===== config.mk =====
export PLATFORM = sky130hd
export DESIGN_NAME = harmonic_bass_tone_oscillator_unit
export DESIGN_NICKNAME = d
export VERILOG_FILES = /design/src/hdl/hbto_pkg.sv /design/src/hdl/hbto_datapath.sv /design/src/hdl/hbto_ctrl.sv /design/src/hdl/harmonic_bass_tone_oscillator_unit.sv
export SDC_FILE = /design/constraint.sdc
export NUM_CORES = 2
export LEC_CHECK = 0
export ABC_AREA = 1
export BUFFER_PORTS_ARGS = -buffer_cell sky130_fd_sc_hd__buf_2
export CAP_MARGIN = 40
export CELL_PAD_IN_SITES_DETAIL_PLACEMENT = 0
export CELL_PAD_IN_SITES_GLOBAL_PLACEMENT = 2
export CORE_MARGIN = 2
export CORE_UTILIZATION = 37
export CTS_BUF_LIST = sky130_fd_sc_hd__clkbuf_4
export DETAILED_ROUTE_END_ITERATION = 16
export PLACE_DENSITY = 0.86
export SYNTH_ARGS = -nofsm -noshare
export SYNTH_HDL_FRONTEND = slang
export SYNTH_SLANG_ARGS = --single-unit
export TNS_END_PERCENT = 30

===== constraint.sdc =====
create_clock -name clk -period 11.2 [get_ports clk]
set_input_delay 1.12 -clock clk [delete_from_list [all_inputs] [get_ports clk]]
set_output_delay 1.12 -clock clk [all_outputs]
set_load 0.02 [all_outputs]

===== src/hdl/hbto_pkg.sv =====
// Shared types, constants and tables for the harmonic bass tone oscillator.
package hbto_pkg;

    localparam int PHASE_BITS_DEFAULT = 32;
    localparam int SINE_ENTRIES_DEFAULT = 1024;

    localparam int NOTE_BITS = 7;
    localparam int NOTE_COUNT = 128;
    localparam int GAIN_BITS = 16;
    localparam int SAMPLE_BITS = 16;
    localparam int FREQ_BITS = 30;
    localparam int STEP_BITS = 28;
    localparam int WEIGHT_BITS = 15;
    localparam int HARM_BITS = 3;
    localparam int MAX_HARMONICS = 5;
    localparam int MODE_COUNT = 4;
    localparam int POLY_BITS = 31;
    localparam int MUL_BITS = 32;

    // Item operation codes.
    localparam logic [1:0] OP_NOTE_ON  = 2'd0;
    localparam logic [1:0] OP_TICK     = 2'd1;
    localparam logic [1:0] OP_NOTE_OFF = 2'd2;

    // Configuration register indexes.
    localparam int CFG_INDEX_BITS = 2;
    localparam int CFG_DATA_BITS = 28;
    localparam logic [CFG_INDEX_BITS-1:0] REG_ARTICULATION = 2'd0;
    localparam logic [CFG_INDEX_BITS-1:0] REG_PHASE_STEP   = 2'd1;

    localparam logic [1:0] ARTICULATION_RESET = 2'd1;
    localparam logic [STEP_BITS-1:0] PHASE_STEP_RESET = 28'd22906492;

    // Harmonic weights per articulation, mix gain folded in, unsigned Q15.
    localparam logic [WEIGHT_BITS-1:0] MODE_WEIGHTS [MODE_COUNT][MAX_HARMONICS] = '{
        '{15'd19661, 15'd5898, 15'd2949, 15'd0, 15'd0},
        '{15'd22938, 15'd3441, 15'd0, 15'd0, 15'd0},
        '{15'd16384, 15'd6554, 15'd4096, 15'd2458, 15'd1638},
        '{15'd13107, 15'd0, 15'd0, 15'd0, 15'd0}
    };

    localparam logic [HARM_BITS-1:0] MODE_HARMONICS [MODE_COUNT] = '{
        3'd3, 3'd2, 3'd5, 3'd1
    };

    // Odd Taylor series of sin(pi/2 x) in Q30, evaluated by Horner steps in x^2.
    localparam logic [POLY_BITS-1:0] HORNER_SEED = 31'd172272;
    localparam logic [POLY_BITS-1:0] HORNER_COEF [4] = '{
        31'd5026995, 31'd85569306, 31'd693598668, 31'd1686629713
    };

    // Top octave (notes 116 to 127) in Hz, Q16.
    localparam logic [FREQ_BITS-1:0] TOP_OCTAVE_Q16 [12] = '{
        30'd435478539, 30'd461373440, 30'd488808132, 30'd517874176,
        30'd548668578, 30'd581294109, 30'd615859655, 30'd652480576,
        30'd691279090, 30'd732384684, 30'd775934544, 30'd822074013
    };

    typedef logic [FREQ_BITS-1:0] freq_rom_t [NOTE_COUNT];

    // Each lower octave halves the frequency, rounding half up.
    function automatic freq_rom_t build_freq_rom();
        freq_rom_t rom;
        int d;
        int s;
        logic [63:0] f;
        for (int n = 0; n < NOTE_COUNT; n++)
        begin
            d = 127 - n;
            s = d / 12;
            f = 64'(TOP_OCTAVE_Q16[11 - (d % 12)]);
            if (s > 0)
            begin
                f = (f + (64'd1 << (s - 1))) >> s;
            end
            rom[n] = f[FREQ_BITS-1:0];
        end
        return rom;
    endfunction

    localparam freq_rom_t FREQ_ROM = build_freq_rom();

    typedef enum logic [3:0] {
        DP_NOP,
        DP_NOTE_INC,
        DP_HARM,
        DP_SQUARE,
        DP_HORNER,
        DP_YMUL,
        DP_YRND,
        DP_WMUL,
        DP_EVMUL,
        DP_BIGMUL,
        DP_ROUND,
        DP_ZERO
    } hbto_dp_op_t;

    typedef enum logic [3:0] {
        ST_IDLE,
        ST_NOTE,
        ST_EV,
        ST_HARM,
        ST_SQ,
        ST_HORN,
        ST_YMUL,
        ST_YRND,
        ST_WMUL,
        ST_BIG,
        ST_ROUND,
        ST_OUT
    } hbto_state_t;

    typedef struct packed {
        logic                 note_accept;
        logic                 tick_accept;
        logic                 note_off;
        logic                 out_load;
        hbto_dp_op_t          dp_op;
        logic [HARM_BITS-1:0] harm;
        logic [1:0]           horner_k;
    } hbto_cmd_t;

    typedef struct packed {
        logic                 active;
        logic [HARM_BITS-1:0] harmonics;
    } hbto_status_t;

endpackage


===== src/hdl/hbto_datapath.sv =====
// Oscillator datapath: voice state, configuration registers and the shared multiplier.
module hbto_datapath #(
    parameter int PHASE_BITS = hbto_pkg::PHASE_BITS_DEFAULT,
    parameter int SINE_TABLE_ENTRIES = hbto_pkg::SINE_ENTRIES_DEFAULT
) (
    input  logic                                  clk,
    input  logic                                  rst_n,
    input  hbto_pkg::hbto_cmd_t                   cmd,
    output hbto_pkg::hbto_status_t                status,
    input  logic                                  cfg_valid,
    output logic                                  cfg_ready,
    input  logic [hbto_pkg::CFG_INDEX_BITS-1:0]   cfg_index,
    input  logic [hbto_pkg::CFG_DATA_BITS-1:0]    cfg_data,
    input  logic [hbto_pkg::NOTE_BITS-1:0]        note,
    input  logic [hbto_pkg::GAIN_BITS-1:0]        velocity_gain,
    input  logic [hbto_pkg::GAIN_BITS-1:0]        envelope_gain,
    output logic signed [hbto_pkg::SAMPLE_BITS-1:0] sample
);
    import hbto_pkg::*;

    localparam int IDX_BITS = $clog2(SINE_TABLE_ENTRIES);
    localparam int QB = IDX_BITS - 2;
    localparam int INC_SHIFT = 56 - PHASE_BITS;
    localparam logic [QB:0] QUARTER = (QB+1)'(1) << QB;

    logic [1:0]            art_reg;
    logic [STEP_BITS-1:0]  step_reg;
    logic [PHASE_BITS-1:0] phase_reg, phase_next;
    logic [PHASE_BITS-1:0] inc_reg, inc_next;
    logic [GAIN_BITS-1:0]  vel_reg, vel_next;
    logic                  active_reg, active_next;

    logic [NOTE_BITS-1:0]  note_reg;
    logic [GAIN_BITS-1:0]  env_reg;
    logic [PHASE_BITS-1:0] hp_reg, hp_next;
    logic [POLY_BITS-1:0]  x_reg, x_next;
    logic                  neg_reg, neg_next;
    logic [POLY_BITS-1:0]  x2_reg, x2_next;
    logic [POLY_BITS-1:0]  p_reg, p_next;
    logic [31:0]           y_reg, y_next;
    logic [WEIGHT_BITS-1:0] s_reg, s_next;
    logic signed [31:0]    acc_reg, acc_next;
    logic [31:0]           ev_reg, ev_next;
    logic [61:0]           big_reg, big_next;
    logic signed [SAMPLE_BITS-1:0] res_reg, res_next;
    logic signed [SAMPLE_BITS-1:0] sample_reg;

    logic [MUL_BITS-1:0]   mul_a, mul_b;
    logic [63:0]           prod;

    logic [PHASE_BITS-1:0] hp_sum;
    logic [IDX_BITS-1:0]   idx;
    logic [1:0]            quad;
    logic [QB:0]           r_fold;
    logic [31:0]           horner_diff;
    logic [32:0]           y_sum;
    logic [17:0]           y_q;
    logic signed [31:0]    wterm;
    logic [31:0]           acc_mag;
    logic [62:0]           round_sum;
    logic [17:0]           q;

    assign cfg_ready = 1'b1;
    assign status.active = active_reg;
    assign status.harmonics = MODE_HARMONICS[art_reg];
    assign sample = sample_reg;

    // One multiplier serves every product; the operation picks its operands.
    always_comb
    begin
        mul_a = '0;
        mul_b = '0;
        case (cmd.dp_op)
            DP_NOTE_INC:
            begin
                mul_a = MUL_BITS'(FREQ_ROM[note_reg]);
                mul_b = MUL_BITS'(step_reg);
            end
            DP_SQUARE:
            begin
                mul_a = MUL_BITS'(x_reg);
                mul_b = MUL_BITS'(x_reg);
            end
            DP_HORNER:
            begin
                mul_a = MUL_BITS'(p_reg);
                mul_b = MUL_BITS'(x2_reg);
            end
            DP_YMUL:
            begin
                mul_a = MUL_BITS'(p_reg);
                mul_b = MUL_BITS'(x_reg);
            end
            DP_WMUL:
            begin
                mul_a = MUL_BITS'(MODE_WEIGHTS[art_reg][cmd.harm]);
                mul_b = MUL_BITS'(s_reg);
            end
            DP_EVMUL:
            begin
                mul_a = MUL_BITS'(env_reg);
                mul_b = MUL_BITS'(vel_reg);
            end
            DP_BIGMUL:
            begin
                mul_a = acc_mag;
                mul_b = ev_reg;
            end
            default:
            begin
                mul_a = '0;
                mul_b = '0;
            end
        endcase
    end

    assign prod = 64'(mul_a) * 64'(mul_b);

    // Harmonic phase is built by repeated addition; its top bits address the sine.
    assign hp_sum = hp_reg + phase_reg;
    assign idx = hp_sum[PHASE_BITS-1 -: IDX_BITS];
    assign quad = idx[IDX_BITS-1 -: 2];
    assign r_fold = quad[0] ? (QUARTER - {1'b0, idx[QB-1:0]}) : {1'b0, idx[QB-1:0]};

    assign horner_diff = {1'b0, HORNER_COEF[cmd.horner_k]} - prod[61:30];
    assign y_sum = {1'b0, y_reg} + 33'd16384;
    assign y_q = y_sum[32:15];
    assign wterm = signed'({2'b00, prod[29:0]});
    assign acc_mag = acc_reg[31] ? 32'(-acc_reg) : 32'(acc_reg);
    assign round_sum = {1'b0, big_reg} + (63'd1 << 44);
    assign q = round_sum[62:45];

    always_comb
    begin
        phase_next = phase_reg;
        inc_next = inc_reg;
        vel_next = vel_reg;
        active_next = active_reg;
        hp_next = hp_reg;
        x_next = x_reg;
        neg_next = neg_reg;
        x2_next = x2_reg;
        p_next = p_reg;
        y_next = y_reg;
        s_next = s_reg;
        acc_next = acc_reg;
        ev_next = ev_reg;
        big_next = big_reg;
        res_next = res_reg;

        if (cmd.note_accept)
        begin
            vel_next = velocity_gain;
            phase_next = '0;
            active_next = 1'b1;
        end
        if (cmd.note_off)
        begin
            active_next = 1'b0;
        end
        if (cmd.tick_accept)
        begin
            hp_next = '0;
            acc_next = '0;
        end

        case (cmd.dp_op)
            DP_NOTE_INC:
            begin
                inc_next = prod[INC_SHIFT +: PHASE_BITS];
            end
            DP_HARM:
            begin
                hp_next = hp_sum;
                x_next = POLY_BITS'(r_fold) << (30 - QB);
                neg_next = quad[1];
            end
            DP_SQUARE:
            begin
                x2_next = prod[60:30];
                p_next = HORNER_SEED;
            end
            DP_HORNER:
            begin
                p_next = horner_diff[POLY_BITS-1:0];
            end
            DP_YMUL:
            begin
                y_next = prod[61:30];
            end
            DP_YRND:
            begin
                s_next = (y_q > 18'd32767) ? 15'h7FFF : y_q[WEIGHT_BITS-1:0];
            end
            DP_WMUL:
            begin
                acc_next = neg_reg ? (acc_reg - wterm) : (acc_reg + wterm);
            end
            DP_EVMUL:
            begin
                ev_next = prod[31:0];
            end
            DP_BIGMUL:
            begin
                big_next = prod[61:0];
            end
            DP_ROUND:
            begin
                if (acc_reg[31])
                begin
                    res_next = (q > 18'd32768) ? 16'sh8000 : signed'(16'(18'd0 - q));
                end
                else
                begin
                    res_next = (q > 18'd32767) ? 16'sh7FFF : signed'(q[15:0]);
                end
                phase_next = phase_reg + inc_reg;
            end
            DP_ZERO:
            begin
                res_next = '0;
            end
            default:
            begin
            end
        endcase
    end

    always_ff @(posedge clk or negedge rst_n)
    begin
        if (!rst_n)
        begin
            art_reg <= ARTICULATION_RESET;
            step_reg <= PHASE_STEP_RESET;
            phase_reg <= '0;
            inc_reg <= '0;
            vel_reg <= '0;
            active_reg <= 1'b0;
        end
        else
        begin
            if (cfg_valid && cfg_ready)
            begin
                case (cfg_index)
                    REG_ARTICULATION: art_reg <= cfg_data[1:0];
                    REG_PHASE_STEP:   step_reg <= cfg_data;
                    default:
                    begin
                    end
                endcase
            end
            phase_reg <= phase_next;
            inc_reg <= inc_next;
            vel_reg <= vel_next;
            active_reg <= active_next;
        end
    end

    always_ff @(posedge clk)
    begin
        if (cmd.note_accept)
        begin
            note_reg <= note;
        end
        if (cmd.tick_accept)
        begin
            env_reg <= envelope_gain;
        end
        if (cmd.out_load)
        begin
            sample_reg <= res_reg;
        end
        hp_reg <= hp_next;
        x_reg <= x_next;
        neg_reg <= neg_next;
        x2_reg <= x2_next;
        p_reg <= p_next;
        y_reg <= y_next;
        s_reg <= s_next;
        acc_reg <= acc_next;
        ev_reg <= ev_next;
        big_reg <= big_next;
        res_reg <= res_next;
    end

endmodule


===== src/hdl/hbto_ctrl.sv =====
// Oscillator controller: sequences note events, the per-harmonic sine steps and output beats.
module hbto_ctrl (
    input  logic                   clk,
    input  logic                   rst_n,
    input  logic                   item_valid,
    output logic                   item_stall,
    input  logic [1:0]             op,
    output logic                   sample_valid,
    input  logic                   sample_stall,
    input  hbto_pkg::hbto_status_t status,
    output hbto_pkg::hbto_cmd_t    cmd
);
    import hbto_pkg::*;

    hbto_state_t state_reg, state_next;
    logic [HARM_BITS-1:0] h_reg, h_next;
    logic [1:0] k_reg, k_next;
    logic out_valid_reg, out_valid_next;
    logic slot_free;
    logic more_harm;

    assign slot_free = !out_valid_reg || !sample_stall;
    assign more_harm = ({1'b0, h_reg} + 4'd1) < {1'b0, status.harmonics};
    assign sample_valid = out_valid_reg;

    always_comb
    begin
        state_next = state_reg;
        case (state_reg)
            ST_IDLE:
            begin
                if (item_valid)
                begin
                    case (op)
                        OP_NOTE_ON: state_next = ST_NOTE;
                        OP_TICK:    state_next = status.active ? ST_EV : ST_OUT;
                        default:    state_next = ST_IDLE;
                    endcase
                end
            end
            ST_NOTE:  state_next = ST_IDLE;
            ST_EV:    state_next = ST_HARM;
            ST_HARM:  state_next = ST_SQ;
            ST_SQ:    state_next = ST_HORN;
            ST_HORN:  state_next = (k_reg == 2'd3) ? ST_YMUL : ST_HORN;
            ST_YMUL:  state_next = ST_YRND;
            ST_YRND:  state_next = ST_WMUL;
            ST_WMUL:  state_next = more_harm ? ST_HARM : ST_BIG;
            ST_BIG:   state_next = ST_ROUND;
            ST_ROUND: state_next = ST_OUT;
            ST_OUT:   state_next = slot_free ? ST_IDLE : ST_OUT;
            default:  state_next = ST_IDLE;
        endcase
    end

    always_comb
    begin
        cmd = '0;
        cmd.dp_op = DP_NOP;
        cmd.harm = h_reg;
        cmd.horner_k = k_reg;
        item_stall = (state_reg != ST_IDLE);
        case (state_reg)
            ST_IDLE:
            begin
                if (item_valid)
                begin
                    case (op)
                        OP_NOTE_ON:
                        begin
                            cmd.note_accept = 1'b1;
                        end
                        OP_TICK:
                        begin
                            if (status.active)
                            begin
                                cmd.tick_accept = 1'b1;
                            end
                            else
                            begin
                                cmd.dp_op = DP_ZERO;
                            end
                        end
                        OP_NOTE_OFF:
                        begin
                            cmd.note_off = 1'b1;
                        end
                        default:
                        begin
                        end
                    endcase
                end
            end
            ST_NOTE:  cmd.dp_op = DP_NOTE_INC;
            ST_EV:    cmd.dp_op = DP_EVMUL;
            ST_HARM:  cmd.dp_op = DP_HARM;
            ST_SQ:    cmd.dp_op = DP_SQUARE;
            ST_HORN:  cmd.dp_op = DP_HORNER;
            ST_YMUL:  cmd.dp_op = DP_YMUL;
            ST_YRND:  cmd.dp_op = DP_YRND;
            ST_WMUL:  cmd.dp_op = DP_WMUL;
            ST_BIG:   cmd.dp_op = DP_BIGMUL;
            ST_ROUND: cmd.dp_op = DP_ROUND;
            ST_OUT:   cmd.out_load = slot_free;
            default:
            begin
            end
        endcase
    end

    always_comb
    begin
        h_next = h_reg;
        k_next = k_reg;
        out_valid_next = out_valid_reg && sample_stall;
        if (cmd.tick_accept)
        begin
            h_next = '0;
        end
        if (state_reg == ST_WMUL)
        begin
            h_next = h_reg + 3'd1;
        end
        if (state_reg == ST_SQ)
        begin
            k_next = 2'd0;
        end
        if (state_reg == ST_HORN)
        begin
            k_next = k_reg + 2'd1;
        end
        if (cmd.out_load)
        begin
            out_valid_next = 1'b1;
        end
    end

    always_ff @(posedge clk or negedge rst_n)
    begin
        if (!rst_n)
        begin
            state_reg <= ST_IDLE;
            h_reg <= '0;
            k_reg <= '0;
            out_valid_reg <= 1'b0;
        end
        else
        begin
            state_reg <= state_next;
            h_reg <= h_next;
            k_reg <= k_next;
            out_valid_reg <= out_valid_next;
        end
    end

    // A new beat is loaded only into a free output slot.
    a_load_into_free_slot: assert property (@(posedge clk) disable iff (!rst_n)
        cmd.out_load |-> (!out_valid_reg || !sample_stall))
        else $error("output beat overwritten while stalled");

    // The harmonic counter never runs past the articulation's harmonic count.
    a_harm_in_range: assert property (@(posedge clk) disable iff (!rst_n)
        (state_reg == ST_HARM) |-> ({1'b0, h_reg} < {1'b0, status.harmonics}))
        else $error("harmonic index beyond articulation");

    // A stalled result keeps the controller waiting with the beat still offered.
    a_wait_on_stall: assert property (@(posedge clk) disable iff (!rst_n)
        (state_reg == ST_OUT && out_valid_reg && sample_stall)
        |=> (state_reg == ST_OUT && out_valid_reg))
        else $error("result dropped while output stalled");

    // The Horner loop always runs four steps before the final product.
    a_horner_length: assert property (@(posedge clk) disable iff (!rst_n)
        (state_reg == ST_YMUL) |-> ($past(state_reg) == ST_HORN && $past(k_reg) == 2'd3))
        else $error("Horner sequence cut short");

endmodule


===== src/hdl/harmonic_bass_tone_oscillator_unit.sv =====
// Top level of the harmonic bass tone oscillator: controller plus datapath.
// One additive-synthesis bass voice. A note-on beat loads the note's phase
// increment and starts the voice, a note-off beat stops it, and each tick beat
// returns one signed Q1.15 sample built from one to five sine harmonics chosen
// by the articulation register. Everything runs through one shared 32x32
// multiplier, and each harmonic takes nine steps (phase and fold, square,
// four Horner steps, final product, rounding, weighting). An active tick holds
// the input through an envelope step, its 3, 2, 5 or 1 harmonics (picked,
// fingerstyle, slap, muted), the big product, rounding and the output step,
// which waits while sample_stall holds the output. A note-on adds the increment
// step. The finished sample sits in an output register, so the next item is
// taken while it waits. Configuration writes are always ready and must be
// made while the voice has no item in flight.
module harmonic_bass_tone_oscillator_unit #(
    parameter int PHASE_BITS = hbto_pkg::PHASE_BITS_DEFAULT,
    parameter int SINE_TABLE_ENTRIES = hbto_pkg::SINE_ENTRIES_DEFAULT
) (
    input  logic                                    clk,
    input  logic                                    rst_n,
    input  logic                                    item_valid,
    output logic                                    item_stall,
    input  logic [1:0]                              op,
    input  logic [hbto_pkg::NOTE_BITS-1:0]          note,
    input  logic [hbto_pkg::GAIN_BITS-1:0]          velocity_gain,
    input  logic [hbto_pkg::GAIN_BITS-1:0]          envelope_gain,
    output logic                                    sample_valid,
    input  logic                                    sample_stall,
    output logic signed [hbto_pkg::SAMPLE_BITS-1:0] sample,
    input  logic                                    cfg_valid,
    output logic                                    cfg_ready,
    input  logic [hbto_pkg::CFG_INDEX_BITS-1:0]     cfg_index,
    input  logic [hbto_pkg::CFG_DATA_BITS-1:0]      cfg_data
);
    import hbto_pkg::*;

    hbto_cmd_t    cmd;
    hbto_status_t status;

    hbto_ctrl u_ctrl (
        .clk          (clk),
        .rst_n        (rst_n),
        .item_valid   (item_valid),
        .item_stall   (item_stall),
        .op           (op),
        .sample_valid (sample_valid),
        .sample_stall (sample_stall),
        .status       (status),
        .cmd          (cmd)
    );

    hbto_datapath #(
        .PHASE_BITS         (PHASE_BITS),
        .SINE_TABLE_ENTRIES (SINE_TABLE_ENTRIES)
    ) u_datapath (
        .clk           (clk),
        .rst_n         (rst_n),
        .cmd           (cmd),
        .status        (status),
        .cfg_valid     (cfg_valid),
        .cfg_ready     (cfg_ready),
        .cfg_index     (cfg_index),
        .cfg_data      (cfg_data),
        .note          (note),
        .velocity_gain (velocity_gain),
        .envelope_gain (envelope_gain),
        .sample        (sample)
    );

endmodule

After elaboration in Yosys (flattened, before gate mapping)
Memories as Yosys holds them, arrays and structs flattened.
Index checks and enable logic that the tools add are counted.
W data, S select, Z words.
- memory bits (read-only): 3840
- memories: 1
- register bits: 453
- bits in writable memories: 0
- latch bits: 0
- word-level logic and storage cells: 153
- memory list (name ; words ; width ; read ports ; clocked after Yosys merged registers in ; write ports ; line ; RTL):
    (no name shown) ; 128 ; 30 ; 1 ; 0 ; 0 ; hbto_datapath.sv:76 ; mul_a = MUL_BITS'(FREQ_ROM[note_reg]);
- mux-type cells: 54
- $add $sub $neg: 13
- equality and inequality tests: 27
- order comparisons: 8
- reductions and logical operators: 20
- shifts and indexed selects: 0
- div/mod/pow operators: 0
- multipliers: 1
- bitwise logic cells: 4
- operator list (operator ; number):
    $pmux W32 S6 ; 2
    $mux W32 ; 7
    $bmux W75 S2 ; 1
    $mux W75 ; 2
    $pmux W4 S11 ; 2
    $add A32 B32 Y32 ; 2
    $add A62 B45 Y63 const B ; 1
    $bmux W31 S2 ; 1
    $mul A32 B32 Y62 ; 1
    $mux W31 ; 2
    $pmux W31 S2 ; 1
    $mux W30 ; 2
    $mux W16 ; 3
    $bmux W15 S3 ; 1
    $gt A18 B15 Y1 const B ; 2
    $add A32 B15 Y33 const B ; 1
    $add A32 B31 Y32 ; 1
    $eq A4 B3 Y1 const B ; 8
    $eq A4 B4 Y1 const B ; 8
    $neg A32 Y32 ; 1
    $pmux W16 S2 ; 1
    $sub A32 B31 Y32 ; 1
    $sub A31 B31 Y31 ; 1
    $mux W15 ; 2
    other kinds (34) ; 73

Logic depth before layout (Yosys ltp)
- depth in word-level cells: 12
- gate-level depth with buffers: 65

By module
A second synthesis with hierarchy kept.
- cell total of the unflattened synthesis: 7780
- area, all modules: 61585.3 sq um
- modules (own cells, without submodules) (module ; area each (sq um) ; cells each ; times used):
    hbto_datapath ; 60665.7 ; 7648 ; 1
    hbto_ctrl ; 919.6 ; 132 ; 1

Worst setup path after synthesis
OpenSTA, ideal clock, no wires.
- path type: input to register
- start point: input op[1]
- end point: register u_datapath.acc_reg[30] (data pin)
- library setup time: 0.253 ns
- path slack: 0.458 ns
- data arrival time: 10.489 ns
- buffers on the path: 2
- stages on the path: 53
- cells stage by stage: inv_1 -> nand2_1 -> nor2_8 -> nand3_4 -> nand2_4 -> nand2_4 -> nor3_4 -> buf_4 -> a22o_1 -> inv_1 -> nand4_2 -> buf_2 -> nand2_1 -> inv_1 -> fa_1 -> fa_1 -> fa_1 -> inv_1 -> [17 not listed] -> nand2_1 -> or2_2 -> o21ai_0 -> nand2_1 -> nand2_1 -> nand2_1 -> ha_1 -> nand2_1 -> nor2_1 -> inv_1 -> nor2_1 -> inv_1 -> o2111ai_1 -> a21boi_0 -> o21ai_0 -> nand2_1 -> nand2_1 -> nor2_1
- cells in the longest elaborated chain, start to end: 11
- elaborated cells on any way between the ends: 20
- ends and longest elaborated chain (item ; line ; RTL):
    start: declaration ; harmonic_bass_tone_oscillator_unit.sv:22 ; input logic [1:0] op,
    $eq A2 B1 Y1 (*) ; hbto_ctrl.sv:68 ; case (op)
    $mux W4 (*) ; hbto_ctrl.sv:68 ;
    $mux W4 (*) ; hbto_ctrl.sv:66 ; if (item_valid)
    $pmux W4 S11 (*) ; hbto_ctrl.sv:63 ; case (state_reg)
    $eq A4 B3 Y1 / $eq A4 B2 Y1 (equally long branches) ; hbto_datapath.sv:73 ; case (cmd.dp_op)
    $reduce_or A2 Y1 (no line) ; n/a ;
    $pmux W32 S6 ; hbto_datapath.sv:73 ;
    $mul A32 B32 Y62 (*) ; hbto_datapath.sv:117 ; assign prod = 64'(mul_a) * 64'(mul_b);
    net u_datapath.prod[19] ; hbto_datapath.sv:49 ; logic [63:0] prod;
    $add A32 B31 Y32 / $sub A32 B31 Y32 (equally long branches) ; hbto_datapath.sv:197 ; acc_next = neg_reg ? (acc_reg - wterm) : (acc_reg + wterm);
    $mux W32 (*) ; hbto_datapath.sv:197 ;
    $mux W32 (*) ; hbto_datapath.sv:167 ; case (cmd.dp_op)
    end signal: assignment ; hbto_datapath.sv:280 ; acc_reg <= acc_next;
    end: declaration ; hbto_datapath.sv:42 ; logic signed [31:0] acc_reg, acc_next;
The timed path passes the listed nets; every way through them passes the cells marked *.
A chain may end at the register's enable or synchronous reset.

Worst setup path in the final report
- start point: register u_datapath.note_reg[0]
- end point: register u_datapath.p_reg[22] (data pin)
- cells in the longest elaborated chain, start to end: 8
- ends and longest elaborated chain (item ; line ; RTL):
    start: declaration ; hbto_datapath.sv:33 ; logic [NOTE_BITS-1:0] note_reg;
    start signal: assignment ; hbto_datapath.sv:263 ; note_reg <= note;
    $not A7 Y8 (not written as such) ; hbto_datapath.sv:76 ;
    $mem_v2 Z128 W30 ; n/a ;
    $mux W30 (not written as such) (2 in series) ; hbto_datapath.sv:76 ;
    $pmux W32 S6 ; hbto_datapath.sv:73 ;
    $mul A32 B32 Y62 ; hbto_datapath.sv:117 ;
    $sub A31 B31 Y31 ; hbto_datapath.sv:125 ; assign horner_diff = {1'b0, HORNER_COEF[cmd.horner_k]} - prod[61:30];
    $pmux W31 S2 ; hbto_datapath.sv:167 ;
    end signal: assignment ; hbto_datapath.sv:277 ; p_reg <= p_next;
    end: declaration ; hbto_datapath.sv:39 ; logic [POLY_BITS-1:0] p_reg, p_next;
No other way between the ends. The select of a mux whose other input is x is not followed.

==> key figures <==
Global route
  • Grt total ovfl: 0
  • Largest net degree at the start of global routing: 64
  • Initial antenna violation count: 10
  • GRT Overall Usage: 0.3015
  • First-pass GRT wire length: ~380000 um
  • Vias in the first global route: between 50000 and 60000

STA
  • Slew Limit Fails: 0
  • Slew of the pin with the lowest slew margin: approximately 0.89 ns
  • RSZ-0062 raised after global routing: true
  • Final WS setup: 0.1594 ns
  • Final hold vios: 0
  • Post-route clock skew: 0.09343 ns
  • Post-layout minimum cycle time: 11.04 ns
  • Tcrit/Tclk final: 0.9858
  • Max_slew headroom: 0.4072
  • Setup Viol. Count Final: 0
  • Max Clk Rate: 90.57 MHz

Logic synthesis
  • Most frequent cell after synthesis: nand2_1
  • Top cells by area, synth: fa_1 29%, edfxtp_1 13%, nand2_1 12%
  • Area share of the largest cell type after synthesis: 0.2897
  • Synth Area in XOR/XNOR: 0.01889
  • Post-Synth Simple-Gate Area: 0.2035
  • Unique masters post-synth: 74
  • Synth cell count leaders: 1952 x nand2_1, 1729 x inv_1, 899 x fa_1, 680 x nor2_1, 406 x ha_1
  • Async SR Flop Fraction: 0.3063
  • Mapped Avg Cell Area: just under 8 sq um
  • Seq/Total Area, Yosys: 0.1815
  • Post-synthesis cell count: ~8000
  • Mapped Area: just over 60000 sq um
  • Most used DFF post-synth: edfxtp_1
  • Adder-cell share of the synthesized area: 0.3715
  • Yosys reg bits: about 400
  • Synth area leader: fa_1
  • Syn_nets: roughly 9400
  • Compound-Gate Fraction of Synth Area: 0.09153
  • Synthesis warning total: 0
  • Mux cell area share after synthesis: 0.003626
  • Largest family of logic cells by synthesized area: adder cells
  • Number of synthesized flops with an enable pin: ~270

Floorplanning
  • Die W: roughly 410 um
  • # IOs: 95
  • Core Area: 167000 sq um
  • Initial Util: 0.3719
  • Die Y-Extent: 413.7 um
  • Die area: ~170000 sq um
  • Row cnt: 150

Placed design
  • Post-DP HPWL: roughly 220000 um
  • Pre-CTS setup slack: -1.104 ns
  • Gpl congestion: between 0.9 and 1
  • Count of buffers from port buffering: between 90 and 100

CTS
  • Clock sink count: roughly 400
  • CTS tree: yes
  • Cts bufs inserted: about 110
  • CTS H-Tree Depth: 3
  • CTS max path bufs: 3
  • Root Driver: clkbuf_4
  • Worst-Skew Late Latency: a little under 1 ns
  • # hold bufs at CTS: 0
  • Clock-pin transition on the worst setup and hold timing paths: around 0.080 ns

Routing
  • Iteration-0 DRC Markers: ~4600
  • Post-route ant nets: 0
  • Met3 WL: between 15000 and 20000 um
  • Drt wl/cell: between 20 and 25 um
  • Wire length on met1: ~110000 um
  • Drt pass-1 iters: 5
  • Vias: 58100
  • Via density: approximately 5.0
  • Metal2 WL: around 120000 um
  • Highest metal used: met5
  • # DRC: 0
  • WL final: 256700 um

Setup path
  • Critical path startpoint category: register
  • Critical Path Source: u_datapath.note_reg[0]
  • Crit path kind: register to register
  • Worst setup EP type: register
  • Cell family contributing the most delay on the critical path: adder cells
  • Bufs and invs on worst path: 14
  • CP Data Arrival Time: approximately 12 ns
  • Reg-to-Reg Start: u_datapath.note_reg[0]
  • Worst-path fanout max: 9
  • Crit-path max cell delay: between 0.5 and 0.6 ns
  • Critical Path RT: between 10 and 15 ns
  • Crit-path slowest cell: fa_1

Flow run
  • Max_cap viols: 0

Status
  • Run status: finished clean

Cells and area
  • Layout area overhead: 27.04%
  • Fill cells: 16840
  • Nets: about 11000
  • Share of layout cells above drive strength 1: 0.2371

Worst hold path
  • HP Class: input pin to asynchronous set/reset pin
## cell usage in the layout (no fill, tap or decap), types with 188 or more instances in the layout
cell,n
buf_4,1309
o21ai_0,296
edfxtp_1,274
inv_1,1716
nand3_1,188
nor2_1,603
a21oi_1,316
nand2_1,1896
ha_1,370
fa_1,885
## path summary, 6_finish.rpt
| path | endpoint | slack, ns | cells past startpoint |
|---|---|---|---|
| worst max-delay path | u_datapath.p_reg[22] | 0.16 | 59 |
| worst min-delay path | u_datapath.phase_reg[0] | 0.14 | 1 |
| worst max register to register | u_datapath.p_reg[22] | 0.16 | 59 |
| worst min register to register | u_datapath.sample[13] | 0.42 | 0 |
| max in group asynchronous | u_datapath.step_reg[22] | 9.89 | 3 |
| min in group clk | u_datapath.env_reg[11] | 0.39 | 1 |
## kinds of logic (layout without fill, tap and decap cells)
group | Yosys count | after routing
compound gates | 997 | 997
mux | 20 | 20
buf+inv | 2050 | 3483
flops | 395 | 395
xor+xnor | 134 | 134
fa+ha+maj | 1305 | 1305
simple gates | 3074 | 3074
other cells | 1 | 4
## metrics by stage
stage | instance area (sq um) | setup TNS [ns] | std cells | utilization | hold WS, ns
2_1_floorplan | 62110 | 0 | 7976 | - | 0.4003
3_3_place_gp | 74890 | -31.20 | 11370 | 0.4484 | 0.4124
3_5_place_dp | 74980 | -30.35 | 11370 | 0.4489 | 0.4051
4_1_cts | 76930 | -0.02157 | 11580 | 0.4606 | 0.08397
5_1_grt | 78910 | -3.585 | 11620 | 0.4724 | 0.1260
6_report | 78910 | 0 | 11620 | 0.4724 | 0.1390
## layout make-up
type                       count  area [sq um]  share of cell area
multi-input combinational   5531         44710              0.5666
timing repair buffer        1506         12060              0.1528
inverter                    1779          6729             0.08528
antenna                        3         7.507          0.00009514
clock inverter                39         182.7            0.002315
tap                         2204          2758             0.03495
sequential                   395         11270              0.1429
clock buffer                 159          1194             0.01513
## layer usage
metal / vias up / global-route usage
met3: 299 / 0.03805
met2: 1829 / 0.4879
met1: 28750 / 0.4250
li1: 27220 / -
met5: - / 0
met4: 8 / 0.07984
## repair_timing
| action | 4_1_cts | 5_1_grt |
|---|---|---|
| hold endpoints to repair | 0 | 0 |
| resized for setup | 148 | 423 |
| pin swaps | 16 | 82 |
| gates cloned | 0 | 1 |
| setup endpoints to repair | 41 | 43 |
| buffers inserted | 6 | 37 |
Power is left out: the tool's default activity adds up to more than one toggle a clock period on the data nets, which glitch-free logic cannot reach.
